==> src/hdl/m4ci_pkg.sv <==
package m4ci_pkg;

    // fixed internal word sizes
    localparam int ACC_BITS  = 64;
    localparam int HALF_BITS = 32;
    localparam int PROD_BITS = 128;
    localparam int ADDR_BITS = 6;

    // defaults for the top level parameters
    localparam int DEF_FRAC_BITS = 16;
    localparam int DEF_WORD_BITS = 32;

    // scratch memory map
    localparam logic [ADDR_BITS-1:0] ADDR_MINOR = 6'd16;
    localparam logic [ADDR_BITS-1:0] ADDR_COF   = 6'd40;
    localparam logic [ADDR_BITS-1:0] ADDR_TEMP  = 6'd56;

    // accumulate operations
    typedef logic [1:0] op_t;
    localparam op_t OP_MUL_LOAD = 2'd0;
    localparam op_t OP_MUL_SUB  = 2'd1;
    localparam op_t OP_MUL_ADD  = 2'd2;
    localparam op_t OP_ADD_MEM  = 2'd3;

    // compute phases
    typedef logic [1:0] phase_t;
    localparam phase_t PH_MINOR = 2'd0;
    localparam phase_t PH_COF   = 2'd1;
    localparam phase_t PH_DET   = 2'd2;

    // one micro-operation of the adjugate/determinant program
    typedef struct packed {
        op_t                  op;
        logic [ADDR_BITS-1:0] a_addr;
        logic [ADDR_BITS-1:0] b_addr;
        logic                 store;
        logic                 negate;
        logic                 to_det;
        logic [ADDR_BITS-1:0] dst_addr;
        logic                 last;
    } uop_t;

    // magnitude of a signed 64-bit word (most negative value maps to 2^63)
    function automatic logic [ACC_BITS-1:0] mag64(input logic [ACC_BITS-1:0] a);
        mag64 = a[ACC_BITS-1] ? (~a + 64'd1) : a;
    endfunction

endpackage

==> src/hdl/m4ci_mul.sv <==
module m4ci_mul #(
    parameter int FRAC_BITS = m4ci_pkg::DEF_FRAC_BITS
) (
    input  logic                           aclk,
    input  logic                           aresetn,
    input  logic                           start,
    input  logic [m4ci_pkg::ACC_BITS-1:0]  op_a,
    input  logic [m4ci_pkg::ACC_BITS-1:0]  op_b,
    output logic                           done,
    output logic [m4ci_pkg::ACC_BITS-1:0]  result
);

    localparam int AW = m4ci_pkg::ACC_BITS;
    localparam int HW = m4ci_pkg::HALF_BITS;
    localparam int PW = m4ci_pkg::PROD_BITS;

    logic [AW-1:0] ma_reg, mb_reg;
    logic          neg_reg;
    logic [PW-1:0] prod_reg;
    logic [2:0]    step_reg;
    logic          busy_reg, done_reg;
    logic [AW-1:0] result_reg;

    logic [HW-1:0] ha, hb;
    logic [AW-1:0] pp;
    logic [PW-1:0] pp_sh;
    logic [PW-1:0] q;
    logic          ovf;
    logic [AW-1:0] qs;

    // one 32x32 partial product per step
    assign ha = step_reg[0] ? ma_reg[AW-1:HW] : ma_reg[HW-1:0];
    assign hb = step_reg[1] ? mb_reg[AW-1:HW] : mb_reg[HW-1:0];
    assign pp = ha * hb;

    always_comb begin
        case (step_reg[1:0])
            2'b00:   pp_sh = {{(PW-AW){1'b0}}, pp};
            2'b11:   pp_sh = {pp, {AW{1'b0}}};
            default: pp_sh = {{(PW-AW-HW){1'b0}}, pp, {HW{1'b0}}};
        endcase
    end

    // round half away from zero on the magnitude, then saturate
    assign q = (prod_reg >> FRAC_BITS) + {{(PW-1){1'b0}}, prod_reg[FRAC_BITS-1]};
    assign ovf = neg_reg ? ((q[PW-1:AW] != '0) || (q[AW-1] && (q[AW-2:0] != '0)))
                         : (q[PW-1:AW-1] != '0);
    assign qs = ovf ? (neg_reg ? {1'b1, {(AW-1){1'b0}}} : {1'b0, {(AW-1){1'b1}}})
                    : q[AW-1:0];

    always_ff @(posedge aclk) begin
        if (!aresetn) begin
            busy_reg <= 1'b0;
            done_reg <= 1'b0;
            step_reg <= 3'd0;
        end else begin
            done_reg <= 1'b0;
            if (start) begin
                busy_reg <= 1'b1;
                step_reg <= 3'd0;
            end else if (busy_reg) begin
                if (step_reg == 3'd4) begin
                    busy_reg <= 1'b0;
                    done_reg <= 1'b1;
                end
                step_reg <= step_reg + 3'd1;
            end
        end
    end

    // datapath
    always_ff @(posedge aclk) begin
        if (start) begin
            ma_reg   <= m4ci_pkg::mag64(op_a);
            mb_reg   <= m4ci_pkg::mag64(op_b);
            neg_reg  <= op_a[AW-1] ^ op_b[AW-1];
            prod_reg <= '0;
        end else if (busy_reg) begin
            if (step_reg == 3'd4) begin
                result_reg <= neg_reg ? (~qs + 64'd1) : qs;
            end else begin
                prod_reg <= prod_reg + pp_sh;
            end
        end
    end

    assign done   = done_reg;
    assign result = result_reg;

endmodule

==> config.mk <==
export PLATFORM = sky130hd
export DESIGN_NAME = m4ci_mul
export DESIGN_NICKNAME = d
export VERILOG_FILES = /design/src/hdl/m4ci_pkg.sv /design/src/hdl/m4ci_mul.sv
export SDC_FILE = /design/constraint.sdc
export NUM_CORES = 2
export LEC_CHECK = 0
export BUFFER_PORTS_ARGS = -buffer_cell sky130_fd_sc_hd__buf_2
export CAP_MARGIN = 20
export CORE_ASPECT_RATIO = 0.7
export CORE_UTILIZATION = 65
export DETAILED_ROUTE_END_ITERATION = 10
export GPL_TIMING_DRIVEN = 1
export PLACE_DENSITY = 0.94
export SETUP_SLACK_MARGIN = 0.02
export SYNTH_ARGS = -nofsm -noshare
export SYNTH_HDL_FRONTEND = slang
export SYNTH_SLANG_ARGS = --single-unit
export TNS_END_PERCENT = 100
==> constraint.sdc <==
create_clock -name aclk -period 13.6 [get_ports aclk]
set_clock_uncertainty 0.05 [all_clocks]
set_input_delay 0.68 -clock aclk [delete_from_list [all_inputs] [get_ports aclk]]
set_output_delay 0.68 -clock aclk [all_outputs]
set_load 0.01 [all_outputs]
**Word level (Yosys, flattened, before mapping)**

Index checks and enable logic that the tools add are counted.
Widths: inputs -> output; s select.

- Add/sub/neg operators: 6
- Multiply operators: 1
- Equal/unequal tests: 2
- Muxes and demuxes: 13
- Bitwise logic cells: 8
- Reductions and logical operators: 10

Operator list:

| cell | count |
|---|---|
| $pmux 128 s2 | 1 |
| $add 64x1->64 const B | 3 |
| $mux 64 | 3 |
| $not 64->64 | 3 |
| $add 128x128->128 | 1 |
| $mux 63 | 2 |
| $add 112x1->113 | 1 |
| $reduce_bool 65->1 | 1 |
| $mul 32x32->64 | 1 |
| $mux 32 | 2 |
| $reduce_bool 64->1 | 1 |
| $reduce_bool 63->1 | 1 |
| $mux 1 | 5 |
| $not 1->1 | 4 |
| $add 3x1->3 const B | 1 |
| $eq 3x3->1 const B | 1 |
| $reduce_and 3->1 | 1 |
| $reduce_or 3->1 | 1 |
| $eq 2x2->1 const B | 1 |
| $logic_not 2->1 | 1 |
| $reduce_and 2->1 | 1 |
| $reduce_or 2->1 | 1 |
| $logic_and 1x1->1 | 1 |
| $logic_or 1x1->1 | 1 |
| $xor 1x1->1 | 1 |

- Register bits after elaboration: 326
- Output and inout port bits: 65

**Logic depth before layout (Yosys ltp)**

- Word-level depth: 9
- Gate-level depth with buffers: 54

**Worst setup path before layout**

OpenSTA, ideal clock, no wires.

- Path type: reg-to-reg
- Start: register step_reg[0]
- End: register prod_reg[126]
- Library setup time: 0.106 ns
- Arrival time: 12.105 ns
- Data required time: 13.444 ns
- Setup slack: 1.339 ns
- Cell stages (with the launch flop): 48
- Path buffers: 4
- Clock period less this slack: 12.261 ns
- Cells stage by stage: dfxtp_1 > clkbuf_1 > clkbuf_1 > buf_1 > mux2i_1 > clkbuf_1 > nor2_1 > fa_1 > inv_1 > fa_1 > inv_1 > fa_1 > fa_1 > fa_1 > fa_1 > fa_1 > inv_1 > fa_1 > (+12 left out) > a21o_1 > a21oi_1 > xnor2_1 > a22o_1 > ha_1 > nand4_1 > or3_1 > nor4_1 > nor2b_1 > a31oi_1 > o2111ai_1 > nand3_1 > a21oi_1 > a31oi_1 > o31ai_1 > and4_1 > o22ai_1 > o311ai_0

- Word-level cells in the longest chain between the ends: 4
- Elaborated cells between the ends (all ways): 9
- Classes of those cells: 1 x add/sub; 1 x mul; 2 x eq/ne; 2 x mux; 1 x bitwise; 2 x reduce/logical

RTL lines:

| item | line | source |
|---|---|---|
| from (decl) | m4ci_mul.sv:20 | `logic [2:0] step_reg;` |
| from (signal assigned) | m4ci_mul.sv:66 | `step_reg <= step_reg + 3'd1;` |
| $mux 32 | m4ci_mul.sv:32 | `assign ha = step_reg[0] ? ma_reg[AW-1:HW] : ma_reg[HW-1:0];` |
| $mul 32x32->64 | m4ci_mul.sv:34 | `assign pp = ha * hb;` |
| $pmux 128 s2 | m4ci_mul.sv:37 | `case (step_reg[1:0])` |
| $add 128x128->128 | m4ci_mul.sv:82 | `prod_reg <= prod_reg + pp_sh;` |
| to (signal assigned) | m4ci_mul.sv:82 |  |
| to (decl) | m4ci_mul.sv:19 | `logic [PW-1:0] prod_reg;` |

Parallel ways exist; a longest one is shown, timed or not.
A chain may end at the register's enable or synchronous reset.

**Final worst setup path**

- Start: register step_reg[1]
- End: register prod_reg[126]

- Word-level cells in the longest chain between the ends: 4
- Elaborated cells between the ends (all ways): 9
- Classes of those cells: 1 x add/sub; 1 x mul; 2 x eq/ne; 2 x mux; 1 x bitwise; 2 x reduce/logical

RTL lines:

| item | line | source |
|---|---|---|
| $mux 32 | m4ci_mul.sv:33 | `assign hb = step_reg[1] ? mb_reg[AW-1:HW] : mb_reg[HW-1:0];` |
| $mul 32x32->64 | m4ci_mul.sv:34 |  |
| $pmux 128 s2 | m4ci_mul.sv:37 |  |
| $add 128x128->128 | m4ci_mul.sv:82 |  |

Parallel ways exist; a longest one is shown, timed or not.

==> results.cfg <==
[worst_setup_path]
r2r_start = step_reg[1]$_SDFFE_PP0P_
r2r_slack_ns = 0.31
worstPathRequired_ns = 14.05
worst-setup-path-type = reg2reg
crit_slowest_cell = fa_1
r2r_cells = 47
slowest_delay_ns = 0.73
cp-start-kind = flop
worst_setup_path_end_kind = flop
setup.worst_path.start = step_reg[1]$_SDFFE_PP0P_
crit_fanout = 30
critPathArrivalTime_ns = 13.74
r2r-end = prod_reg[126]$_SDFFE_PP0P_
critPathMostFrequentCell = fa_1

[synthesis]
syn_area_per_cell_um2 = 8.36
syn_area_um2 = 60500
synth_cell_types = 86
synth_edf_count = 193
synth_top_flop_cell = edfxtp_1
ys_seq_area_share_pct = 14.0
synthTopCellsByArea = fa_1 (30%), edfxtp_1 (9.6%), ha_1 (8.3%)
syn_inst = 7244
synth_top_area_share_pct = 29.7
async_flop_share_pct = 0
syn_nets = 8676
ys_warn_count = 0
ys_ff_latch = 326
synth_top_area_cell = fa_1

[clock_tree]
htreeDepth = 2
cts_tree = done
postCtsHoldBufs = 0
clock_latency_ns = 0.64
numCtsBuffers = 38
cts.sinks = 326
clk_pin_slew_worst_paths_ns = 0.06
cts_max_path_buffers = 3
clock_tree.root_cell = clkbuf_16

[floorplanning]
fp.dieW_um = 367
boundaryPins = 196
initial_core_util_pct = 65.7
coreArea_um2 = 92200
die_h_um = 257
rows = 93
die_area_um2 = 94400

[routing]
vias = 58100
via_per_inst = 6.66
drt.antenna.violating_nets = 0
drc = 0
drt-pass1-iter-count = 10
drt_iter0_markers = 8942
wl_mm = 233
wl_per_cell_um = 26.6

[sta]
worst_slew_pin_slew_ns = 1.17
fmax_mhz = 75.2
rsz0062_at_grt = false
relSlewSlack_pct = 21.6
hold_viol = 0
finalCritPeriodShare_pct = 97.7
fin_crit_ns = 13.29
setup_viol = 0
final-max-slew-violation-count = 0

[global_routing]
grt_overflow = 0
grt_use_total_pct = 48.4
grt_max_degree = 87
grt_pass1_vias = 55900
grt_pass1_wl_mm = 342
antenna_found_initial = 15

[hold_path]
worst_hold_path_type = in2reg
min_to = ma_reg[0]$_DFFE_PP_
hold_depth = 1
hold_path_startpoint = op_a[0]

[finish]
fin_util_pct = 72.1
final_cell_mix = inv_1 (996), nand2_1 (919), fa_1 (897)
fin_nets = 8878
largest_reg_flops = 128
drive_gt1_share_pct = 10.3
syn_to_final_growth_pct = 9.70
layout_commonest_cell = inv_1

[run_status]
status = completed

[placed_design]
port_buffers = 195
finalWeightedCongestion = 1.09
dp_hpwl_mm = 185

[run]
max_cap_violations = 0
-- worst max-delay path, delay by kind of cell, from the launching register on --
family          cells  cell delay [ns]
mux                 1             0.48
xor+xnor            1             0.17
buf+inv            11             1.52
fa+ha+maj          10             4.88
flops               1             0.44
simple gates        7             1.46
compound gates     17             4.15
-- cells in the mapped netlist (9+ instances only) --
library cell	n
xnor2_1	288
a211oi_1	36
a21oi_1	375
a211o_1	9
nand4_1	123
nor4_1	46
o41ai_1	22
xor2_1	110
nand3_1	132
nor4b_1	10
nand2b_1	35
edfxtp_1	193
a2111oi_0	9
nor2_1	826
a22oi_1	22
a221oi_1	9
mux2_1	11
clkbuf_1	344
mux2_2	52
and2_1	94
nand2_1	920
o211ai_1	13
ha_1	404
or4_1	34
dfxtp_1	133
and3_1	62
buf_2	9
o31ai_1	63
buf_1	28
o21a_1	34
o21ai_0	231
or3_1	52
or2_2	14
a31o_2	9
and4_1	21
a21o_1	134
inv_1	996
a31oi_1	37
o22ai_1	10
fa_1	897
o21bai_1	42
nor3_1	82
a22o_1	57
nor2b_1	29
mux2i_1	73
-- through the flow --
| stage | TNS [ns] | instances | hold slack [ns] | worst slack, ns | cell area [µm²] |
|---|---|---|---|---|---|
| detailed placement | -2.07 | 8622 | 0.402 | -0.489 | 64800 |
| CTS | 0 | 8692 | 0.238 | 0.0370 | 66100 |
| global placement | -1.27 | 8621 | 0.393 | -0.326 | 64700 |
| finish | 0 | 8727 | 0.246 | 0.307 | 66400 |
| floorplan | 0 | 7244 | 0.386 | 1.34 | 60500 |
| global route | 0 | 8710 | 0.260 | 0.0429 | 66400 |
-- per-layer routing --
metal | global-route usage, % | wire [µm]
met1 | 67.1 | 87700
met2 | 63.2 | 88800
met3 | 25.5 | 44200
met4 | 17.4 | 11200
met5 | 1.11 | 610
-- timing repair --
item                                    CTS  global route
pin swaps                                 0             4
buffers inserted                          1            15
endpoints found under the setup margin    7            27
resized for setup                         6            25
gates cloned                              0             1
-- cell families after synthesis --
family	count (synthesis)	synth area share, %
simple gates	2509	18.6
buf+inv	1382	8.62
fa+ha+maj	1301	38.0
compound gates	1192	12.6
xor+xnor	398	5.76
flops	326	14.0
mux	136	2.38
-- how the worst max path moves through the flow --
stage | to | slack [ns]
after floorplan | prod_reg[126]$_SDFFE_PP0P_ | 1.34
after global placement | prod_reg[126]$_SDFFE_PP0P_ | -0.33
after detailed placement | prod_reg[126]$_SDFFE_PP0P_ | -0.49
after CTS | prod_reg[126]$_SDFFE_PP0P_ | 0.04
after global routing | prod_reg[126]$_SDFFE_PP0P_ | 0.04
final | prod_reg[126]$_SDFFE_PP0P_ | 0.31
-- final cells by class --
cell class,instances,area (µm²)
clock inverters,25,270
inverters,998,3750
repair buffers,546,4120
clock buffers,44,993
fillers,6816,25700
flip-flops and latches,326,8470
well taps,1235,1550
diodes,17,42.5
multi-input cells,5536,47200
Power is not shown: default switching activity piles up to over one toggle a cycle in this logic, so the estimate is an artifact.
