[config.mk]
export PLATFORM = sky130hd
export DESIGN_NAME = m4ci_ucode
export DESIGN_NICKNAME = d
export VERILOG_FILES = /design/src/hdl/m4ci_pkg.sv /design/src/hdl/m4ci_ucode.sv
export SDC_FILE = /design/constraint.sdc
export NUM_CORES = 1
export LEC_CHECK = 0
export BUFFER_PORTS_ARGS = -buffer_cell sky130_fd_sc_hd__buf_2
export CAP_MARGIN = 20
export CORE_UTILIZATION = 49
export DETAILED_ROUTE_END_ITERATION = 7
export PLACE_DENSITY = 0.85
export SLEW_MARGIN = 20
export SYNTH_ARGS = -nofsm -noshare
export SYNTH_HDL_FRONTEND = slang
export SYNTH_SLANG_ARGS = --single-unit
[constraint.sdc]
create_clock -name vclk -period 1.8
set_input_delay 0.18 -clock vclk [all_inputs]
set_output_delay 0.18 -clock vclk [all_outputs]
set_load 0.1 [all_outputs]
[src/hdl/m4ci_pkg.sv]
package m4ci_pkg;

    // fixed internal word sizes
    localparam int ACC_BITS  = 64;
    localparam int HALF_BITS = 32;
    localparam int PROD_BITS = 128;
    localparam int ADDR_BITS = 6;

    // defaults for the top level parameters
    localparam int DEF_FRAC_BITS = 16;
    localparam int DEF_WORD_BITS = 32;

    // scratch memory map
    localparam logic [ADDR_BITS-1:0] ADDR_MINOR = 6'd16;
    localparam logic [ADDR_BITS-1:0] ADDR_COF   = 6'd40;
    localparam logic [ADDR_BITS-1:0] ADDR_TEMP  = 6'd56;

    // accumulate operations
    typedef logic [1:0] op_t;
    localparam op_t OP_MUL_LOAD = 2'd0;
    localparam op_t OP_MUL_SUB  = 2'd1;
    localparam op_t OP_MUL_ADD  = 2'd2;
    localparam op_t OP_ADD_MEM  = 2'd3;

    // compute phases
    typedef logic [1:0] phase_t;
    localparam phase_t PH_MINOR = 2'd0;
    localparam phase_t PH_COF   = 2'd1;
    localparam phase_t PH_DET   = 2'd2;

    // one micro-operation of the adjugate/determinant program
    typedef struct packed {
        op_t                  op;
        logic [ADDR_BITS-1:0] a_addr;
        logic [ADDR_BITS-1:0] b_addr;
        logic                 store;
        logic                 negate;
        logic                 to_det;
        logic [ADDR_BITS-1:0] dst_addr;
        logic                 last;
    } uop_t;

    // magnitude of a signed 64-bit word (most negative value maps to 2^63)
    function automatic logic [ACC_BITS-1:0] mag64(input logic [ACC_BITS-1:0] a);
        mag64 = a[ACC_BITS-1] ? (~a + 64'd1) : a;
    endfunction

endpackage

[src/hdl/m4ci_ucode.sv]
module m4ci_ucode (
    input  m4ci_pkg::phase_t phase,
    input  logic [4:0]       entry,
    input  logic [2:0]       term,
    output m4ci_pkg::uop_t   uop
);

    logic [1:0] p, q, ci, cj, kk, cc, src_row;
    logic [2:0] grp;
    logic       src;

    // row pair of a minor group
    always_comb begin
        case (entry[4:2])
            3'd0:    begin p = 2'd2; q = 2'd3; end
            3'd1:    begin p = 2'd1; q = 2'd3; end
            3'd2:    begin p = 2'd1; q = 2'd2; end
            3'd3:    begin p = 2'd0; q = 2'd3; end
            3'd4:    begin p = 2'd0; q = 2'd2; end
            3'd5:    begin p = 2'd0; q = 2'd1; end
            default: begin p = 2'd0; q = 2'd0; end
        endcase
    end

    // column pair of a minor
    always_comb begin
        case (entry[1:0])
            2'd0:    begin ci = 2'd2; cj = 2'd3; end
            2'd1:    begin ci = 2'd2; cj = 2'd3; end
            2'd2:    begin ci = 2'd1; cj = 2'd3; end
            default: begin ci = 2'd1; cj = 2'd2; end
        endcase
    end

    // cofactor term: source row and minor group
    assign cc = entry[3:2];
    assign kk = entry[1:0];
    assign src = (kk == 2'd0);
    always_comb begin
        case ({cc, term[1:0]})
            4'b00_00: begin src_row = 2'd1; grp = 3'd0; end
            4'b00_01: begin src_row = 2'd2; grp = 3'd1; end
            4'b00_10: begin src_row = 2'd3; grp = 3'd2; end
            4'b01_00: begin src_row = 2'd0; grp = 3'd0; end
            4'b01_01: begin src_row = 2'd2; grp = 3'd3; end
            4'b01_10: begin src_row = 2'd3; grp = 3'd4; end
            4'b10_00: begin src_row = 2'd0; grp = 3'd1; end
            4'b10_01: begin src_row = 2'd1; grp = 3'd3; end
            4'b10_10: begin src_row = 2'd3; grp = 3'd5; end
            4'b11_00: begin src_row = 2'd0; grp = 3'd2; end
            4'b11_01: begin src_row = 2'd1; grp = 3'd4; end
            4'b11_10: begin src_row = 2'd2; grp = 3'd5; end
            default:  begin src_row = 2'd0; grp = 3'd0; end
        endcase
    end

    // decode
    always_comb begin
        uop = '0;
        case (phase)
            m4ci_pkg::PH_MINOR: begin
                uop.dst_addr = m4ci_pkg::ADDR_MINOR + {1'b0, entry};
                if (term[0] == 1'b0) begin
                    uop.op     = m4ci_pkg::OP_MUL_LOAD;
                    uop.a_addr = {2'b00, ci, p};
                    uop.b_addr = {2'b00, cj, q};
                end else begin
                    uop.op     = m4ci_pkg::OP_MUL_SUB;
                    uop.a_addr = {2'b00, cj, p};
                    uop.b_addr = {2'b00, ci, q};
                    uop.store  = 1'b1;
                    uop.last   = (entry == 5'd23);
                end
            end
            m4ci_pkg::PH_COF: begin
                uop.a_addr   = {2'b00, 1'b0, src, src_row};
                uop.b_addr   = m4ci_pkg::ADDR_MINOR + {1'b0, grp, kk};
                uop.dst_addr = m4ci_pkg::ADDR_COF + {2'b00, entry[3:0]};
                uop.negate   = cc[0] ^ kk[0];
                case (term[1:0])
                    2'd0:    uop.op = m4ci_pkg::OP_MUL_LOAD;
                    2'd1:    uop.op = m4ci_pkg::OP_MUL_SUB;
                    default: begin
                        uop.op    = m4ci_pkg::OP_MUL_ADD;
                        uop.store = 1'b1;
                        uop.last  = (entry[3:0] == 4'd15);
                    end
                endcase
            end
            m4ci_pkg::PH_DET: begin
                uop.dst_addr = m4ci_pkg::ADDR_TEMP;
                uop.a_addr   = {3'b000, term};
                uop.b_addr   = m4ci_pkg::ADDR_COF + {1'b0, term[1:0], 2'b00};
                case (term)
                    3'd0:    uop.op = m4ci_pkg::OP_MUL_LOAD;
                    3'd1:    begin
                        uop.op    = m4ci_pkg::OP_MUL_ADD;
                        uop.store = 1'b1;
                    end
                    3'd2:    uop.op = m4ci_pkg::OP_MUL_LOAD;
                    3'd3:    uop.op = m4ci_pkg::OP_MUL_ADD;
                    default: begin
                        uop.op     = m4ci_pkg::OP_ADD_MEM;
                        uop.a_addr = m4ci_pkg::ADDR_TEMP;
                        uop.to_det = 1'b1;
                        uop.last   = 1'b1;
                    end
                endcase
            end
            default: uop = '0;
        endcase
    end

endmodule

==> flow_summary.toml, run 1 <==
[run_status]
status = "stopped before the end"
lastStage = "detailed placement"
error_line = "[ERROR DPL-0038] Utilization greater than 100%, impossible to legalize"

[logic_synthesis]
ys_warn_count = 0
synthDistinctLibCells = 31
syn_avg_cell_area_sq_um = 6.23
ys_seq_area_frac = 0
syn_nets = 130
synthCells = 111
syn_area_sq_um = 692

[floorplan]
die_y_um = 39.6
io_pins = 34
fp.dieW_um = 39.6
start_util = 0.532
core.rowCount = 13

[placed_design]
port_buffers = 34
place_congestion = 0.892
cells by family after synthesis:
kind of cell             synth area share
XOR/XNOR                           0.0253
adder cells (fa/ha/maj)             0.163
AND/OR/NAND/NOR                     0.324
AO/OA/AOI/OAI                       0.300
multiplexers                       0.0597
buffers and inverters               0.128
stage by stage:
stage | worst slack, ps | hold slack [ps] | instance area [sq um] | instances
2_1_floorplan | -223 | 654 | 897 | 111
3_3_place_gp | -22.0 | 727 | 1390 | 164
synth_stat cells, types with 2 or more instances:
| master | n | area (sq um) |
|---|---|---|
| a21oi_1 | 10 | 50.1 |
| nand3b_1 | 3 | 22.5 |
| nor2_1 | 19 | 71.3 |
| nand3_1 | 3 | 15.0 |
| inv_1 | 9 | 33.8 |
| mux2i_1 | 3 | 30.0 |
| xnor2_1 | 2 | 17.5 |
| a211oi_1 | 3 | 22.5 |
| buf_2 | 4 | 20.0 |
| clkbuf_1 | 2 | 7.51 |
| buf_4 | 3 | 22.5 |
| o21ai_1 | 2 | 10.0 |
| o2111ai_1 | 2 | 17.5 |
| nand2_1 | 9 | 33.8 |
| nor2b_1 | 4 | 25.0 |
| a31oi_1 | 3 | 18.8 |
| nand2b_1 | 2 | 12.5 |
| o21ai_0 | 5 | 25.0 |
| a22oi_1 | 3 | 22.5 |
| ha_1 | 9 | 113 |
==> inputs of run 2 (changes only) <==
Settings changed: CORE_AREA set to 2 2 63 65, CORE_UTILIZATION 49 to not set, DIE_AREA set to 0 0 65 67, PLACE_DENSITY 0.85 to not set, PLACE_DENSITY_LB_ADDON set to 0.15.
==> flow_summary.toml, run 2 <==
[logic_synthesis]
syn_nets = 130
ys_seq_area_frac = 0
yosysTopAreaCellShare = 0.163
yosys-top-cells-count = "19 x nor2_1, 10 x a21oi_1, 9 x ha_1, 9 x inv_1, 9 x nand2_1"
syn_area_sq_um = 692
synthTopCellsByArea = "ha_1 16%, nor2_1 10%, a21oi_1 7.2%"
synthCells = 111
ys_warn_count = 0
syn_avg_cell_area_sq_um = 6.23
synth_most_common_cell = "nor2_1"
synthDistinctLibCells = 31
synth_area_leader_cell = "ha_1"

[global_route]
grt_pass1_vias = 941
grt_overflow_total = 0
antenna_found_initial = 0
grt.total_usage = 0.117
grt_max_degree = 18
grt_pass1_wl_mm = 4.22

[cells_and_area]
stdcell_count = 206
design.seq.count = 0
seqCellArea_sq_um = 0
drive_gt1_frac = 0.576
antenna_cells = 0
final_cell_mix = "22 x buf_4, 19 x buf_12, 11 x buf_2"
area_growth_pct = 122
clock_buffers = 0
final_common_cell = "buf_4"
fill_cells = 369
nNetsFinal = 179

[placed_design]
preCtsSetupSlack_ps = -34.5
place_congestion = 0.770
port_buffers = 34
hpwlAfterDp_mm = 2.10
dp.cells = 202

[power]
p_leak_nw = 0.620
ir_worst_vdd_v = 0.000153
pwr_density_cell_nw_per_um2 = 460

[job]
maxCapViolCount = 0

[worst_setup_path]
critPathMaxFanout = 5
startpoint_type = "input port"
worstPathArrival_ps = 1540
path_class = "input port to primary output"
crit_start = "term[1]"
endpoint_kind = "primary output"
crit_required_ps = 1620
crit_path_end = "uop[22]"

[timing]
hold_viol_final = 0
tightest_slew_ps = 484
whs_ps = 733
setup_viol = 0
rsz0062_at_grt = "yes"
min_period_ps = 1720
period_share = 0.955
finalWorstSetupSlack_ps = 81.9
slew_viol_final = 0
fmaxAchievable_mhz = 582
slew-limit-headroom = 0.680

[detailed_routing]
drcViolationCount = 0
detail_route.vias_per_cell = 4.73
drt_iter0_drc = 63
firstDrtPassIters = 4
route.vias.total = 974
wirelength_mm = 2.48
wl_per_cell_um = 12.0
ant_nets = 0

[floorplan]
die_y_um = 67
die-area_sq_um = 4360
core.rowCount = 22
io_pins = 34
fp.dieW_um = 65
core_sq_um = 3610
start_util = 0.192

[run_status]
status = "completed"

[clock_tree]
cts.hold.buffers_added = 0

[min_path]
hp-start = "phase[0]"
worstHoldPathCells = 3
hold_path.class = "input port to primary output"
## run 2: cell counts after synthesis
Identical to the previous run, type by type.
## run 2: worst max-delay path, stage by stage
cell        delay, ps
buf_8              80
clkinvlp_4        120
ha_4              210
nor4_4            300
buf_4             170
o21ai_4           110
a31oi_4           180
buf_12            190
## run 2: timing repair
| item | CTS | global route |
|---|---|---|
| resized for setup | 2 | 11 |
| pin swaps | 5 | 6 |
| buffers inserted | 2 | 2 |
| endpoints found under the setup margin | 5 | 9 |
## run 2: cell type report
cell class,count,area (sq um),share of cell area
Inverter,9,52.6,0.0341
Multi-Input combinational cell,92,769,0.500
Tap cell,48,60.1,0.0390
Timing Repair Buffer,57,657,0.427
## run 2: worst min-delay path by stage
stage,to
after floorplan,uop[15]
after CTS,uop[15]
after global placement,uop[15]
after global routing,uop[15]
after detailed placement,uop[15]
final,uop[15]
## run 2: per-stage QoR
| stage | total power [mW] | cell area (sq um) | TNS [ps] | util |
|---|---|---|---|---|
| floorplan | 0.472 | 897 | -2650 | - |
| global placement | 0.694 | 1470 | -0.253 | 0.408 |
| detailed placement | 0.696 | 1470 | -92.2 | 0.408 |
| CTS | 0.702 | 1490 | 0 | 0.414 |
| global route | 0.740 | 1540 | 0 | 0.427 |
| finish | 0.708 | 1540 | 0 | 0.427 |
## run 2: logic make-up after synthesis
family	share of synthesized area
muxes	0.0597
adders and majority gates	0.163
xor gates and xnor gates	0.0253
AOI/OAI and AO/OA	0.300
buffers and inverters	0.128
and+or+nand+nor	0.324
## run 2: layer usage
| layer | wire, um | global-route usage | part of all wire |
|---|---|---|---|
| met1 | 1130 | 0.154 | 0.46 |
| met2 | 1250 | 0.227 | 0.50 |
| met3 | 102 | 0 | 0.041 |
| met4 | 0 | 0 | 0 |
| met5 | 0 | 0 | 0 |
## run 2: report_power, final
| group | leakage, nW | total (mW) | internal [mW] | switching, mW |
|---|---|---|---|---|
| Combinational | 0.620 | 0.708 | 0.248 | 0.461 |
| Sequential | 0 | 0 | 0 | 0 |
| Clock | 0 | 0 | 0 | 0 |
Power figures use the tool's default switching activity.
==> inputs of run 3 (changes only) <==
Settings changed: GPL_TIMING_DRIVEN set to 0, REMOVE_ABC_BUFFERS set to 1.
==> flow_summary.toml, run 3 (synthesized netlist as in run 2, its figures left out) <==
[cells_and_area]
seqCellArea_sq_um = 0
fill_cells = 421
antenna_cells = 0
final_cell_mix = "19 x nor2_1, 19 x buf_2, 11 x buf_4"
clock_buffers = 0
drive_gt1_frac = 0.429
area_growth_pct = 62.9
stdcell_count = 188
nNetsFinal = 161
design.seq.count = 0

[run_status]
status = "completed"

[placed_design]
place_congestion = 0.766
hpwlAfterDp_mm = 1.73
preCtsSetupSlack_ps = -388
port_buffers = 34
dp.cells = 183

[detailed_routing]
detail_route.vias_per_cell = 4.69
wirelength_mm = 2.38
drt_iter0_drc = 46
ant_nets = 0
drcViolationCount = 0
firstDrtPassIters = 4
wl_per_cell_um = 12.6
route.vias.total = 882

[min_path]
worstHoldPathCells = 4
min_to = "uop[14]"
hp-start = "term[1]"
hold_path.class = "input port to primary output"

[global_route]
grt_pass1_wl_mm = 3.93
grt.total_usage = 0.109
grt_max_degree = 20
grt_pass1_vias = 833
antenna_found_initial = 0
grt_overflow_total = 0

[timing]
fmaxAchievable_mhz = 580
finalWorstSetupSlack_ps = 75.9
setup_viol = 0
slew_viol_final = 0
hold_viol_final = 0
whs_ps = 797
period_share = 0.958
tightest_slew_ps = 488
min_period_ps = 1720
rsz0062_at_grt = "no"
slew-limit-headroom = 0.677

[power]
pwr_density_cell_nw_per_um2 = 504
p_leak_nw = 0.482
finalPower_mw = 0.569
ir_worst_vdd_v = 0.000268

[floorplan]
die_y_um = 67
die-area_sq_um = 4360
io_pins = 34
core.rowCount = 22
core_sq_um = 3610
fp.dieW_um = 65
start_util = 0.192

[worst_setup_path]
crit_required_ps = 1620
endpoint_kind = "primary output"
worstPathArrival_ps = 1540
startpoint_type = "input port"
critPathMaxFanout = 12
path_class = "input port to primary output"

[job]
maxCapViolCount = 0

[clock_tree]
cts.hold.buffers_added = 0
-- run 3: changes by cell type in the layout (fill, tap and decap cells not counted), moves of 3 or more --
cell | before | now
clkinvlp_4 | 3 | 0
ha_4 | 3 | 6
buf_12 | 19 | 1
buf_4 | 22 | 11
nor2_1 | 10 | 19
ha_1 | 5 | 1
buf_2 | 11 | 19
a21oi_1 | 5 | 8
nor2_2 | 8 | 0
-- run 3: report_power, final --
part / internal [mW] / switching [mW]
Sequential: 0 / 0
Clock: 0 / 0
Combinational: 0.141 / 0.428
Total: 0.141 / 0.428
-- run 3: how the worst max path moves through the flow --
stage,from,end,slack [ps],cells past startpoint
final,term[0],uop[22],80,7
after global placement,phase[1],uop[16],-370,8
after detailed placement,phase[1],uop[16],-390,8
after CTS,phase[1],uop[14],-20,7
after floorplan,phase[1],uop[0],-1560,6
after global routing,term[0],uop[17],2,8
-- run 3: routing by layer --
layer | global-route usage | wire length (um) | up-vias
li1 | - | - | 451
met1 | 0.154 | 1100 | 412
met2 | 0.193 | 1160 | 19
met3 | 0.00507 | 117 | 0
met4 | 0 | 0 | 0
met5 | 0 | 0 | -
-- run 3: timing repair --
item / 4_1_cts / 5_1_grt
pin swaps: 2 / 7
endpoints found under the setup margin: 19 / 16
cloned: 0 / 0
resized for setup: 32 / 25
buffers inserted: 0 / 5
endpoints found under the hold margin: 0 / 0
-- run 3: critical path, cell delays in order --
cell	delay, ps
buf_8	130
inv_6	50
ha_4	180
nor4_4	390
o21ai_4	140
a31oi_1	210
buf_6	250
-- run 3: layout make-up --
type | instances | area [sq um] | area share
Inverter | 9 | 41.3 | 0.0366
Timing Repair Buffer | 39 | 290 | 0.257
Multi-Input combinational cell | 92 | 736 | 0.653
Tap cell | 48 | 60.1 | 0.0533
-- run 3: stage by stage --
stage | utilization | cell area (sq um) | TNS [ps]
floorplan | - | 637 | -14160
global placement | 0.240 | 867 | -3660
detailed placement | 0.240 | 867 | -4100
CTS | 0.269 | 968 | -24.4
global route | 0.313 | 1130 | 0
finish | 0.313 | 1130 | 0
==> inputs of run 4 (changes only) <==
--- a/config.mk
+++ b/config.mk
@@ -7,5 +7,4 @@
 export LEC_CHECK = 0
 export BUFFER_PORTS_ARGS = -buffer_cell sky130_fd_sc_hd__buf_2
-export CAP_MARGIN = 20
 export CORE_AREA = 2 2 63 65
 export DETAILED_ROUTE_END_ITERATION = 7
==> constraint.sdc (replaced) <==
create_clock -name vclk -period 1.8
set_input_delay 0 -clock vclk [all_inputs]
set_output_delay 0 -clock vclk [all_outputs]
set_load 0.1 [all_outputs]
==> flow_summary.toml, run 4 (synthesized netlist as in run 2, its figures left out) <==
[detailed_routing]
route.vias.total = 847
wl_per_cell_um = 12.6
wirelength_mm = 2.31
ant_nets = 0
drt_iter0_drc = 33
drcViolationCount = 0
detail_route.vias_per_cell = 4.63
firstDrtPassIters = 4

[timing]
fmaxAchievable_mhz = 595
slew-limit-headroom = 0.573
hold_viol_final = 0
tightest_slew_ps = 641
slew_viol_final = 0
min_period_ps = 1680
setup_viol = 0
rsz0062_at_grt = "no"
whs_ps = 456
finalSetupTns_ps = 0
period_share = 0.934
finalWorstSetupSlack_ps = 118

[floorplan]
fp.dieW_um = 65
die_y_um = 67
start_util = 0.192
die-area_sq_um = 4360
io_pins = 34
core.rowCount = 22
core_sq_um = 3610

[worst_setup_path]
critPathMaxFanout = 12
endpoint_kind = "primary output"
path_class = "input port to primary output"
startpoint_type = "input port"
worstPathArrival_ps = 1680
crit_required_ps = 1800

[global_route]
antenna_found_initial = 0
grt_max_degree = 20
grt_pass1_wl_mm = 3.73
grt_pass1_vias = 808
grt_overflow_total = 0
grt.total_usage = 0.103

[power]
finalPower_mw = 0.505
ir_worst_vdd_v = 0.000231
p_leak_nw = 0.432
pwr_density_cell_nw_per_um2 = 559

[placed_design]
port_buffers = 34
hpwlAfterDp_mm = 1.73
place_congestion = 0.766
preCtsSetupSlack_ps = -28.4

[min_path]
hold_path.class = "input port to primary output"
worstHoldPathCells = 3

[cells_and_area]
final_core_util = 0.251
antenna_cells = 0
final_cell_mix = "26 x buf_2, 19 x nor2_1, 10 x a21oi_1"
clock_buffers = 0
seqCellArea_sq_um = 0
design.seq.count = 0
drive_gt1_frac = 0.304
nNetsFinal = 156
final_common_cell = "buf_2"
area_growth_pct = 30.7
fill_cells = 438

[clock_tree]
cts.hold.buffers_added = 0
post-cts-setup-buffer-count = 0

[run_status]
status = "completed"

[job]
maxCapViolCount = 0
run 4: cell count changes in the layout (fill, tap and decap cells not counted), sizes merged:
cell    delta
clkbuf     +3
buf        -8
run 4: per-stage QoR:
step	instance area, sq um	instances
floorplan	637	101
global placement	867	183
detailed placement	867	183
CTS	872	183
global route	905	183
finish	905	183
run 4: cell type report:
cell class         instances  area, sq um  share of cell area
repair buffers            34          190               0.210
inverters                  9         33.8              0.0373
well taps                 48         60.1              0.0664
multi-input cells         92          621               0.686
run 4: repair_timing:
| action | 4_1_cts | 5_1_grt |
|---|---|---|
| setup endpoints to repair | 2 | 12 |
| gates resized for setup | 2 | 11 |
| pin swaps | 0 | 0 |
run 4: critical path, stage by stage:
cell and delay (ps):
buf_2 220, inv_1 120, ha_1 300, nor4_4 340
nor3b_2 110, a221oi_2 210, nor2_1 70, clkbuf_4 310
run 4: path summary, 6_finish.rpt:
kind,startpoint,end,slack (ps)
worst max-delay path,term[0],uop[17],120
worst min-delay path,phase[1],uop[2],460
run 4: report_power, final:
group,switching [mW],internal (mW),total (mW)
clock,0,0,0
sequential,0,0,0
combinational,0.409,0.0967,0.505
total,0.409,0.0967,0.505
run 4: layer usage:
metal / vias to the layer above / GRT usage / wire (um)
li1: 438 / - / -
met2: 23 / 0.192 / 1090
met4: 0 / 0 / 0
met3: 0 / 0.00676 / 109
met5: - / 0 / 0
met1: 386 / 0.138 / 1120
