$ cat src/hdl/m4ci_pkg.sv
package m4ci_pkg;

    // fixed internal word sizes
    localparam int ACC_BITS  = 64;
    localparam int HALF_BITS = 32;
    localparam int PROD_BITS = 128;
    localparam int ADDR_BITS = 6;

    // defaults for the top level parameters
    localparam int DEF_FRAC_BITS = 16;
    localparam int DEF_WORD_BITS = 32;

    // scratch memory map
    localparam logic [ADDR_BITS-1:0] ADDR_MINOR = 6'd16;
    localparam logic [ADDR_BITS-1:0] ADDR_COF   = 6'd40;
    localparam logic [ADDR_BITS-1:0] ADDR_TEMP  = 6'd56;

    // accumulate operations
    typedef logic [1:0] op_t;
    localparam op_t OP_MUL_LOAD = 2'd0;
    localparam op_t OP_MUL_SUB  = 2'd1;
    localparam op_t OP_MUL_ADD  = 2'd2;
    localparam op_t OP_ADD_MEM  = 2'd3;

    // compute phases
    typedef logic [1:0] phase_t;
    localparam phase_t PH_MINOR = 2'd0;
    localparam phase_t PH_COF   = 2'd1;
    localparam phase_t PH_DET   = 2'd2;

    // one micro-operation of the adjugate/determinant program
    typedef struct packed {
        op_t                  op;
        logic [ADDR_BITS-1:0] a_addr;
        logic [ADDR_BITS-1:0] b_addr;
        logic                 store;
        logic                 negate;
        logic                 to_det;
        logic [ADDR_BITS-1:0] dst_addr;
        logic                 last;
    } uop_t;

    // magnitude of a signed 64-bit word (most negative value maps to 2^63)
    function automatic logic [ACC_BITS-1:0] mag64(input logic [ACC_BITS-1:0] a);
        mag64 = a[ACC_BITS-1] ? (~a + 64'd1) : a;
    endfunction

endpackage

$ cat src/hdl/m4ci_div.sv
module m4ci_div #(
    parameter int FRAC_BITS = m4ci_pkg::DEF_FRAC_BITS,
    parameter int WORD_BITS = m4ci_pkg::DEF_WORD_BITS
) (
    input  logic                           aclk,
    input  logic                           aresetn,
    input  logic                           start,
    input  logic [m4ci_pkg::ACC_BITS-1:0]  num,
    input  logic [m4ci_pkg::ACC_BITS-1:0]  den,
    output logic                           done,
    output logic [WORD_BITS-1:0]           quotient
);

    localparam int AW = m4ci_pkg::ACC_BITS;
    localparam int PW = m4ci_pkg::PROD_BITS;

    logic [AW-1:0]        ud_reg, rem_reg;
    logic [PW-1:0]        num_reg, quo_reg;
    logic [6:0]           cnt_reg;
    logic                 neg_reg, busy_reg, fin_reg, done_reg;
    logic [WORD_BITS-1:0] quotient_reg;

    logic [AW-1:0]  rem_sh;
    logic           take;
    logic [PW-1:0]  q_rnd, one_w, lim, q_sat;

    // one restoring step per cycle
    assign rem_sh = {rem_reg[AW-2:0], num_reg[PW-1]};
    assign take   = rem_reg[AW-1] || (rem_sh >= ud_reg);

    // round half away from zero, saturate to the output word
    assign q_rnd = quo_reg + {{(PW-1){1'b0}}, (rem_reg >= (ud_reg - rem_reg))};
    assign one_w = {{(PW-1){1'b0}}, 1'b1} << (WORD_BITS - 1);
    assign lim   = neg_reg ? one_w : (one_w - {{(PW-1){1'b0}}, 1'b1});
    assign q_sat = (q_rnd > lim) ? lim : q_rnd;

    always_ff @(posedge aclk) begin
        if (!aresetn) begin
            busy_reg <= 1'b0;
            fin_reg  <= 1'b0;
            done_reg <= 1'b0;
            cnt_reg  <= 7'd0;
        end else begin
            done_reg <= 1'b0;
            if (start) begin
                busy_reg <= 1'b1;
                fin_reg  <= 1'b0;
                cnt_reg  <= 7'd0;
            end else if (busy_reg) begin
                if (fin_reg) begin
                    busy_reg <= 1'b0;
                    fin_reg  <= 1'b0;
                    done_reg <= 1'b1;
                end else begin
                    if (cnt_reg == 7'd127) begin
                        fin_reg <= 1'b1;
                    end
                    cnt_reg <= cnt_reg + 7'd1;
                end
            end
        end
    end

    // datapath
    always_ff @(posedge aclk) begin
        if (start) begin
            ud_reg  <= m4ci_pkg::mag64(den);
            num_reg <= {{(PW-AW){1'b0}}, m4ci_pkg::mag64(num)} << FRAC_BITS;
            rem_reg <= '0;
            quo_reg <= '0;
            neg_reg <= num[AW-1] ^ den[AW-1];
        end else if (busy_reg) begin
            if (fin_reg) begin
                quotient_reg <= neg_reg ? (~q_sat[WORD_BITS-1:0] + {{(WORD_BITS-1){1'b0}}, 1'b1})
                                        : q_sat[WORD_BITS-1:0];
            end else begin
                num_reg <= {num_reg[PW-2:0], 1'b0};
                rem_reg <= take ? (rem_sh - ud_reg) : rem_sh;
                quo_reg <= {quo_reg[PW-2:0], take};
            end
        end
    end

    assign done     = done_reg;
    assign quotient = quotient_reg;

endmodule

$ cat config.mk
export PLATFORM = sky130hd
export DESIGN_NAME = m4ci_div
export DESIGN_NICKNAME = d
export VERILOG_FILES = /design/src/hdl/m4ci_pkg.sv /design/src/hdl/m4ci_div.sv
export SDC_FILE = /design/constraint.sdc
export NUM_CORES = 1
export LEC_CHECK = 0
export BUFFER_PORTS_ARGS = -buffer_cell sky130_fd_sc_hd__buf_2
export CORE_MARGIN = 2
export CORE_UTILIZATION = 30
export DETAILED_ROUTE_END_ITERATION = 12
export PLACE_DENSITY_LB_ADDON = 0.05
export SETUP_SLACK_MARGIN = 0.5
export SYNTH_ARGS = -nofsm -noshare
export SYNTH_HDL_FRONTEND = slang
export SYNTH_SLANG_ARGS = --single-unit
$ cat constraint.sdc
create_clock -name aclk -period 18.8 [get_ports aclk]
set_input_delay 0 -clock aclk [delete_from_list [all_inputs] [get_ports aclk]]
set_output_delay 0 -clock aclk [all_outputs]
set_load 0.03 [all_outputs]
# --- Yosys cells after proc, flatten, opt, wreduce, memory -nomap -nowiden ---
# Cells that the tools add are included.
# Widths: inputs -> output; s select.
totals:
  wordCells: 54
  out_inout_bits: 33
  register_bits: 411
  input_bits: 131
classes:
  eq_ne: 2
  n_bitwise: 8
  n_mux: 15
  n_reduce_logical: 7
  order_cmp: 3
  add_sub_neg: 7
ops:
  columns: ["op", "n"]
  rows:
  - ["$mux 80", 3]
  - ["$add 128x1->128", 1]
  - ["$add 64x1->64 const B", 2]
  - ["$ge 64x64->1", 2]
  - ["$gt 128x32->1", 1]
  - ["$mux 64", 2]
  - ["$not 64->64", 2]
  - ["$sub 64x64->64", 2]
  - ["$mux 32", 3]
  - ["$mux 63", 1]
  - ["$add 32x1->32 const B", 1]
  - ["$not 32->32", 1]
  - ["$add 7x1->7 const B", 1]
  - ["$eq 7x7->1 const B", 1]
  - ["$mux 1", 6]
  - ["$not 1->1", 4]
  - ["$reduce_and 2->1", 2]
  - ["$reduce_and 3->1", 1]
  - ["$reduce_or 3->1", 1]
  - ["$ne 2x2->1 const B", 1]
  - ["$reduce_bool 2->1", 1]
  - ["$reduce_or 2->1", 1]
  - ["$logic_or 1x1->1", 1]
  - ["$xor 1x1->1", 1]

# --- Depth between registers and ports, before layout ---
# Gate-level depths: netlist (run 1).
logic_depth:
  ltp_word: 8
  depth_mapped: 61
  ltp_nobuf: 57

# --- Least setup slack after synthesis (run 1) ---
# Ideal clock, no wire load.
synth_timing:
  path_type: "register to register"
  start: "register ud_reg[0]"
  end: "register quotient_reg[30], in the netlist quotient[30], data pin"
  path_buffers: 4
  stages_incl_launch_ff: 57
  setup_time_ps: 167
  t_required_ps: 18633
  arrival_ps: 10873
  slack_ps: 7759
  synth_period_minus_slack_ps: 11041
  cell_sequence: "edfxtp_1 > inv_1 > ha_1 > inv_1 > fa_1 > a211oi_1 > o21ai_0 > a31oi_1 > o211ai_1 > a21o_1 > a21oi_1 > a21oi_1 > nor3b_1 > a211oi_1 > nor4_1 > o21ai_0 > o311ai_0 > ha_1 > [21 not listed] > a32oi_1 > or4_1 > nor4_1 > and2_2 > buf_6 > buf_4 > nor2_1 > a21oi_1 > ha_1 > nand4_1 > nor3_1 > nand4_1 > nor2_1 > nand3_1 > nor4_1 > nand3_1 > and4_1 > a211oi_1"
synth_between:
  elab_chain_len: 8
synth_rtl:
  columns: ["element", "line_no", "rtl"]
  rows:
  - ["from (decl)", "m4ci_div.sv:17", "logic [AW-1:0] ud_reg, rem_reg;"]
  - ["from (signal assigned)", "m4ci_div.sv:67", "ud_reg <= m4ci_pkg::mag64(den);"]
  - ["$sub 64x64->64 *", "m4ci_div.sv:32", "assign q_rnd = quo_reg + {{(PW-1){1'b0}}, (rem_reg >= (ud_reg - rem_reg))};"]
  - ["$ge 64x64->1 *", "m4ci_div.sv:32", null]
  - ["$add 128x1->128 *", "m4ci_div.sv:32", null]
  - ["$gt 128x32->1", "m4ci_div.sv:35", "assign q_sat = (q_rnd > lim) ? lim : q_rnd;"]
  - ["$mux 32 *", "m4ci_div.sv:35", null]
  - ["$not 32->32", "m4ci_div.sv:74", "quotient_reg <= neg_reg ? (~q_sat[WORD_BITS-1:0] + {{(WORD_BITS-1){1'b0}}, 1'b1})"]
  - ["$add 32x1->32", "m4ci_div.sv:74", null]
  - ["$mux 32 *", "m4ci_div.sv:74", null]
  - ["to (signal assigned)", "m4ci_div.sv:74", null]
  - ["to (decl)", "m4ci_div.sv:21", "logic [WORD_BITS-1:0] quotient_reg;"]
# Mark *: on every way between the ends. The rest lies on a longest branch, timed or not.
# A chain may end at the register's enable or synchronous reset.

# --- Worst setup path after layout (run 1) ---
# Same ends and word-level chain as after synthesis.

==> results of run 1 <==
[logic make-up (layout without fill, tap and decap cells)]
family	after synthesis	count (layout)	synth area share, %
muxes	13	13	0.415
AOI/OAI and AO/OA	1097	1097	21.8
buffers and inverters	413	697	5.15
and+or+nand+nor	1454	1454	22.7
adders and majority gates	231	231	9.27
xor gates and xnor gates	330	330	9.22
DFF	411	411	31.4
[area by class of cell]
| class | instances | area, sq um | area share (%) |
|---|---|---|---|
| flip-flops and latches | 411 | 9840 | 26.4 |
| multi-input cells | 3125 | 19900 | 53.5 |
| clock buffers | 81 | 1620 | 4.34 |
| repair buffers | 399 | 3130 | 8.40 |
| well taps | 1380 | 1730 | 4.64 |
| inverters | 196 | 736 | 1.98 |
| clock inverters | 21 | 239 | 0.642 |
[layout by cell type, fill, tap and decap left out, types with 15 or more instances in the layout]
cell type,count
nand2_1,551
o21bai_1,20
o31ai_1,47
inv_1,194
dfxtp_1,250
o21ai_0,201
and3_1,48
a21oi_1,438
edfxtp_1,161
buf_2,162
o211ai_1,15
xnor2_1,183
a31oi_1,25
clkbuf_16,57
and4_1,32
xor2_1,147
nor2_1,211
dlygate4sd3_1,211
nor3_1,117
nand3_1,106
nand4_1,115
a211oi_1,26
a21o_1,124
or4_1,40
o41ai_1,27
or3_1,42
a311oi_1,46
buf_4,25
and2_1,19
ha_1,229
nand2b_1,35
nor2b_1,36
o21a_1,36
nor4_1,48
[worst reg2reg max path: cells and delay by family, from the launching register on]
kind	cells	cell delay, ps
buffers and inverters	4	750
flip-flops	1	420
AND/OR/NAND/NOR	23	7430
adder cells (fa/ha/maj)	7	1890
AO/OA/AOI/OAI	14	4330
XOR/XNOR	1	150
[power breakdown]
part / leakage [nW] / total [W] / switching, W / internal, W
sequential: 3.58 / 0.00101 / 0.0000323 / 0.000978
combinational: 9.89 / 0.000781 / 0.000453 / 0.000328
clock: 0.919 / 0.00109 / 0.000453 / 0.000639
[worst paths after layout]
path | to | slack (ps) | cells past startpoint
setup / recovery | quotient[30]$_DFFE_PP_ | 3700 | 49
hold / removal | ud_reg[1]$_DFFE_PP_ | 170 | 3
setup reg to reg | quotient[30]$_DFFE_PP_ | 3700 | 49
hold reg to reg | num_reg[93]$_SDFFE_PP0P_ | 440 | 2
[routing by layer]
layer / share of wire (%) / vias to the layer above
met3: 3.1 / 125
met4: 2.3 / 0
met1: 47 / 13948
met2: 48 / 448
met5: 0 / -
li1: - / 14850
[per-stage QoR]
| step | setup slack, ps | area, sq um | hold slack (ps) | power (W) | instances |
|---|---|---|---|---|---|
| 2_1_floorplan | 7760 | 31300 | 98.9 | 0.00156 | 3949 |
| 3_3_place_gp | 3890 | 33200 | 283 | 0.00177 | 5300 |
| 3_5_place_dp | 3680 | 33200 | 278 | 0.00176 | 5300 |
| 4_1_cts | 3610 | 37200 | 91.9 | 0.00293 | 5613 |
| 5_1_grt | 2410 | 37200 | 162 | 0.00306 | 5613 |
| 6_report | 3700 | 37200 | 173 | 0.00288 | 5613 |
==> flow_summary_export.csv, run 1 <==
group,metric,value,unit
clocking,cts_num_sinks,411,
pwr,ir_worst_vdd,0.0685,mV
place,dp_hpwl,76300,microns
worst_setup_path,crit_start,"ud_reg[0]$_DFFE_PP_",
clocking,cts-resized-gates,0,
worst_setup_path,worstSetupPathType,"register to register",
final_layout,nets,4550,
routing,drt_pass1_iterations,5,
synth,syn-num-nets,4311,
pwr,pwr_density_cell,77.5,nW/um^2
sta,fmax,0.0662,GHz
clocking,clk_path_buf_depth,3,
clocking,numCtsBuffers,55,
sta,worst_pin_slew,1180,ps
floorplanning,die_area,107000,sq um
final_layout,diodes,0,
sta,finalCritPeriodShare,80.3,%
synth,synth_top_area_cell,"dfxtp_1",
global_route,grt_use_met1,25.4,%
synth,synthTopCellsByArea,"dfxtp_1 16%, edfxtp_1 15%, ha_1 9.1%, a21oi_1 7.0%, nand2_1 6.6%",
clocking,cts_root_buf,"clkbuf_16",
synth,netlist.area_leader.share,16.0,%
floorplanning,std_cell_rows,118,
floorplanning,core-area,103000,sq um
synth,ys_types,88,
worst_setup_path,cp_common_cell,"ha_1",
min_path,hp-start,"den[63]",
worst_setup_path,setup.worst_path.start_class,"register",
sta,clock_skew,33.0,ps
sta,setup_viol,0,
final_layout,drive_above_1_share,7.58,%
synth,yosysMostFrequentCell,"nand2_1",
clocking,cts_hold_buf,211,
sta,finalHoldViolCount,0,
clocking,cts_tree,"built",
status,status,"finished clean",
routing,drtAntennaViolNets,0,
worst_setup_path,cp.required,19280,ps
worst_setup_path,cpLargestDelayFamily,"simple AND/OR/NAND/NOR gates",
pwr,static-leakage-power,14.4,nW
place,gp_congestion,0.900,
global_route,first_global_vias,28947,
synth,syn_area,31300,sq um
global_route,grt_util_met3,1.97,%
synth,synth_common_cells,"551 x nand2_1, 438 x a21oi_1, 250 x dfxtp_1",
synth,ys.flop_type,"dfxtp_1",
routing,wire_per_inst,18.7,microns
min_path,hold_class,"primary input to register",
worst_setup_path,endpoint_kind,"register",
worst_setup_path,regToRegStartpoint,"ud_reg[0]$_DFFE_PP_",
synth,avgSynthCellArea,7.94,sq um
final_layout,utilization,35.9,%
worst_setup_path,slowest_delay,830,ps
worst_setup_path,cp.buffers_inverters,4,
global_route,grt_overflow_total,0,
floorplanning,io_pins,164,
global_route,grt_pass1_wl,165000,microns
clocking,cts.clk_slew.worst_paths,60,ps
final_layout,largest_register_ffs,128,
clocking,clk-insertion-delay-late,670,ps
global_route,antenna_found_initial,1,
sta,max_slew_margin,21.3,%
worst_setup_path,worstPathArrival,15570,ps
synth,netlist_instances,3949,
worst_setup_path,cp_max_fo,65,
worst_setup_path,slowest_stage,"o21ai_0",
routing,via_per_inst,5.23,
global_route,grt_usage,19.1,%
flow_run,drv_cap,0,
synth,synth-edff-count,161,
floorplanning,initial_core_util,30.3,%
final_layout,fillers,10948,
sta,fin_setup_tns,0,ps
routing,wl,105000,microns
global_route,grt_max_degree,101,
routing,drc_errors,0,
synth,ys_seq_area_share,31.4,%
floorplanning,die_h,327,microns
clocking,htree_levels,2,
synth,ys_seq_elements,411,
sta,maxSlewViolCount,0,
floorplanning,die_w,327,microns
global_route,grtUsageMet2,32.8,%
place,portBuffers,163,
sta,grt_setup_unrepaired,"false",
sta,layout_min_cycle_time,15100,ps
clocking,cts_setup_buffers,0,
synth,async_reset_ff_share,0,%
global_route,globalRoute.busiestLayer,"met2",
final_layout,syn2layout_area_growth,18.7,%
synth,synth_warnings,0,
routing,drtIter0Drc,1788,
routing,dr_total_vias,29371,
No activity file was read; power rests on OpenSTA's default activity.
==> run 2: changes to the inputs <==
--- a/config.mk
+++ b/config.mk
@@ -5,6 +5,7 @@
 export SDC_FILE = /design/constraint.sdc
 export NUM_CORES = 1
 export LEC_CHECK = 0
+export ABC_AREA = 1
 export BUFFER_PORTS_ARGS = -buffer_cell sky130_fd_sc_hd__buf_2
 export CORE_MARGIN = 2
 export CORE_UTILIZATION = 30
==> constraint.sdc (replaced) <==
create_clock -name aclk -period 12.5 [get_ports aclk]
set_input_delay 0 -clock aclk [delete_from_list [all_inputs] [get_ports aclk]]
set_output_delay 0 -clock aclk [all_outputs]
set_load 0.03 [all_outputs]
==> flow_summary_export.csv, run 2 <==
group,metric,value,unit
pwr,clkPwrFrac,41.5,%
routing,drtAntennaViolNets,0,
sta,clock_skew,53.4,ps
clocking,cts_num_sinks,411,
place,gp_congestion,0.963,
clocking,cts_root_buf,"clkbuf_16",
floorplanning,die_h,340,microns
worst_setup_path,endpoint_kind,"register",
final_layout,nets,5809,
synth,synth-edff-count,161,
pwr,p_total,0.00384,W
synth,synth_common_cells,"1,202 x nand2_1, 739 x inv_1, 707 x nor2_1",
clocking,clk_path_buf_depth,3,
clocking,numCtsBuffers,55,
final_layout,mostFrequentLayoutCells,"1,201 x nand2_1, 739 x inv_1, 706 x nor2_1, 291 x o21ai_0, 287 x a21oi_1",
routing,wire_per_inst,18.8,microns
synth,ys.flop_type,"dfxtp_1",
floorplanning,die_area,115000,sq um
pwr,p_sw,0.00120,W
sta,finalHoldViolCount,0,
sta,setup_viol,0,
global_route,antenna_found_initial,0,
global_route,grt_overflow_total,0,
final_layout,drive_above_1_share,6.37,%
routing,drc_errors,0,
place,portBuffers,163,
status,status,"finished clean",
min_path,hold_class,"primary input to register",
worst_setup_path,cp.required,12910,ps
sta,grt_setup_unrepaired,"false",
final_layout,final_common_cell,"nand2_1",
sta,maxSlewViolCount,0,
final_layout,largest_register_ffs,128,
floorplanning,core-area,112000,sq um
min_path,min_path_cells,2,
synth,ys_types,63,
flow_run,drv_cap,0,
floorplanning,initial_core_util,30.2,%
routing,via_per_inst,4.92,
pwr,static-leakage-power,16.7,nW
sta,fmax,0.0915,GHz
global_route,grt_pass1_wl,201000,microns
clocking,htree_levels,2,
place,placed_area,36300,sq um
floorplanning,io_pins,164,
synth,netlist_instances,5106,
global_route,grt_max_degree,94,
pwr,pwr_density_cell,95.6,nW/um^2
pwr,switching_share,31.3,%
sta,finalCritPeriodShare,87.4,%
pwr,comb_power_share,19.6,%
worst_setup_path,slowest_delay,510,ps
clocking,cts.clk_slew.worst_paths,60,ps
synth,syn_area,33800,sq um
worst_setup_path,cp_max_fo,57,
sta,fin_setup_tns,0,ps
worst_setup_path,setup.worst_path.start_class,"register",
synth,synthTopCellsByArea,"dfxtp_1 15%, edfxtp_1 14%, nand2_1 13%, ha_1 8.5%, inv_1 8.2%",
clocking,cts_setup_buffers,0,
sta,layout_min_cycle_time,10930,ps
sta,worst_pin_slew,1130,ps
routing,dr_total_vias,34426,
synth,ys_seq_area_share,29.1,%
synth,synth_top_area_cell,"dfxtp_1",
final_layout,diodes,0,
pwr,intPower,0.00264,W
worst_setup_path,worstSetupPathType,"register to register",
synth,synth_warnings,0,
synth,syn-num-nets,5468,
global_route,grt_usage,22.1,%
final_layout,fillers,12472,
worst_setup_path,cp.buffers_inverters,5,
place,dp_hpwl,106000,microns
final_layout,utilization,35.8,%
global_route,first_global_vias,34004,
routing,drt_pass1_iterations,6,
final_layout,final_area,40100,sq um
routing,wl,131000,microns
clocking,clk-insertion-delay-late,700,ps
final_layout,syn2layout_area_growth,18.6,%
floorplanning,die_w,340,microns
synth,avgSynthCellArea,6.63,sq um
pwr,power_frac_seq,39.0,%
pwr,ir_worst_vdd,0.102,mV
worst_setup_path,slowest_stage,"o211ai_1",
worst_setup_path,worstPathArrival,11340,ps
synth,yosysMostFrequentCell,"nand2_1",
synth,async_reset_ff_share,0,%
worst_setup_path,worst_r2r_path_depth,60,
worst_setup_path,crit_cells,60,
worst_setup_path,cp_common_cell,"nand2_1",
place,post-place-cells,6688,
sta,max_slew_margin,23.8,%
clocking,cts_tree,"built",
floorplanning,std_cell_rows,123,
synth,ys_seq_elements,411,
routing,drtIter0Drc,2366,
final_layout,fin_cells,6994,
synth,netlist.area_leader.share,14.8,%
worst_setup_path,cpLargestDelayFamily,"simple AND/OR/NAND/NOR gates",
==> run 2: through the flow <==
stage | hold slack (ps) | setup WS [ps]
3_5_place_dp | 223 | 920
5_1_grt | 45.2 | 564
6_report | 65.8 | 1570
2_1_floorplan | 98.9 | 4330
4_1_cts | 15.1 | 848
3_3_place_gp | 226 | 1300
==> run 2: cell type report <==
cell class,instances,area (sq um),share of cell area [%]
clock buffers,75,1550,3.85
clock inverters,29,263,0.655
inverters,746,2810,7.01
repair buffers,390,3030,7.55
multi-input cells,3843,20800,51.7
well taps,1500,1880,4.68
flip-flops and latches,411,9840,24.5
==> run 2: power groups by stage <==
stage,logic (W),registers [W],clock network (W)
after floorplan,0.000471,0.00150,0
after global placement,0.000687,0.00152,0
final,0.000750,0.00149,0.00159
after detailed placement,0.000682,0.00152,0
after global routing,0.000839,0.00150,0.00170
after CTS,0.000750,0.00149,0.00165
==> run 2: final timing paths <==
kind | startpoint | end | slack (ps)
setup / recovery | ud_reg[1]$_DFFE_PP_ | quotient[24]$_DFFE_PP_ | 1570
hold / removal | den[0] | ud_reg[0]$_DFFE_PP_ | 70
hold reg to reg | num_reg[105]$_SDFFE_PP0P_ | num_reg[106]$_SDFFE_PP0P_ | 460
setup reg to reg | ud_reg[1]$_DFFE_PP_ | quotient[24]$_DFFE_PP_ | 1570
==> run 2: repair_timing <==
action,in CTS,in global routing
setup endpoints to repair,0,26
hold buffers,202,0
endpoints found under the hold margin,138,0
gates resized for setup,0,5
==> run 2: cell families (layout without fill, tap and decap cells) <==
| group | count (synthesis) | count (layout) | synth area share [%] |
|---|---|---|---|
| buf+inv | 852 | 1240 | 9.66 |
| mux | 1 | 1 | 0.0333 |
| fa+ha+maj | 231 | 231 | 8.59 |
| xor+xnor | 277 | 277 | 7.17 |
| simple gates | 2362 | 2362 | 29.1 |
| flops | 411 | 411 | 29.1 |
| compound gates | 972 | 972 | 16.4 |
==> run 2: worst register-to-register path, delay by kind of cell (launching register included) <==
kind | cells | cell delay, ps
flip-flops | 1 | 480
AO/OA/AOI/OAI | 14 | 2940
AND/OR/NAND/NOR | 33 | 4540
buffers and inverters | 5 | 710
XOR/XNOR | 2 | 330
adder cells (fa/ha/maj) | 6 | 1660
==> run 2: layer usage <==
layer  vias up  wire length, microns  GRT usage, %
met5         -                     0             0
met4         0                  4240          6.90
met3       169                  5130          2.23
met2       717                 59900          36.6
met1     15940                 61900          30.2
li1      17600                     -             -
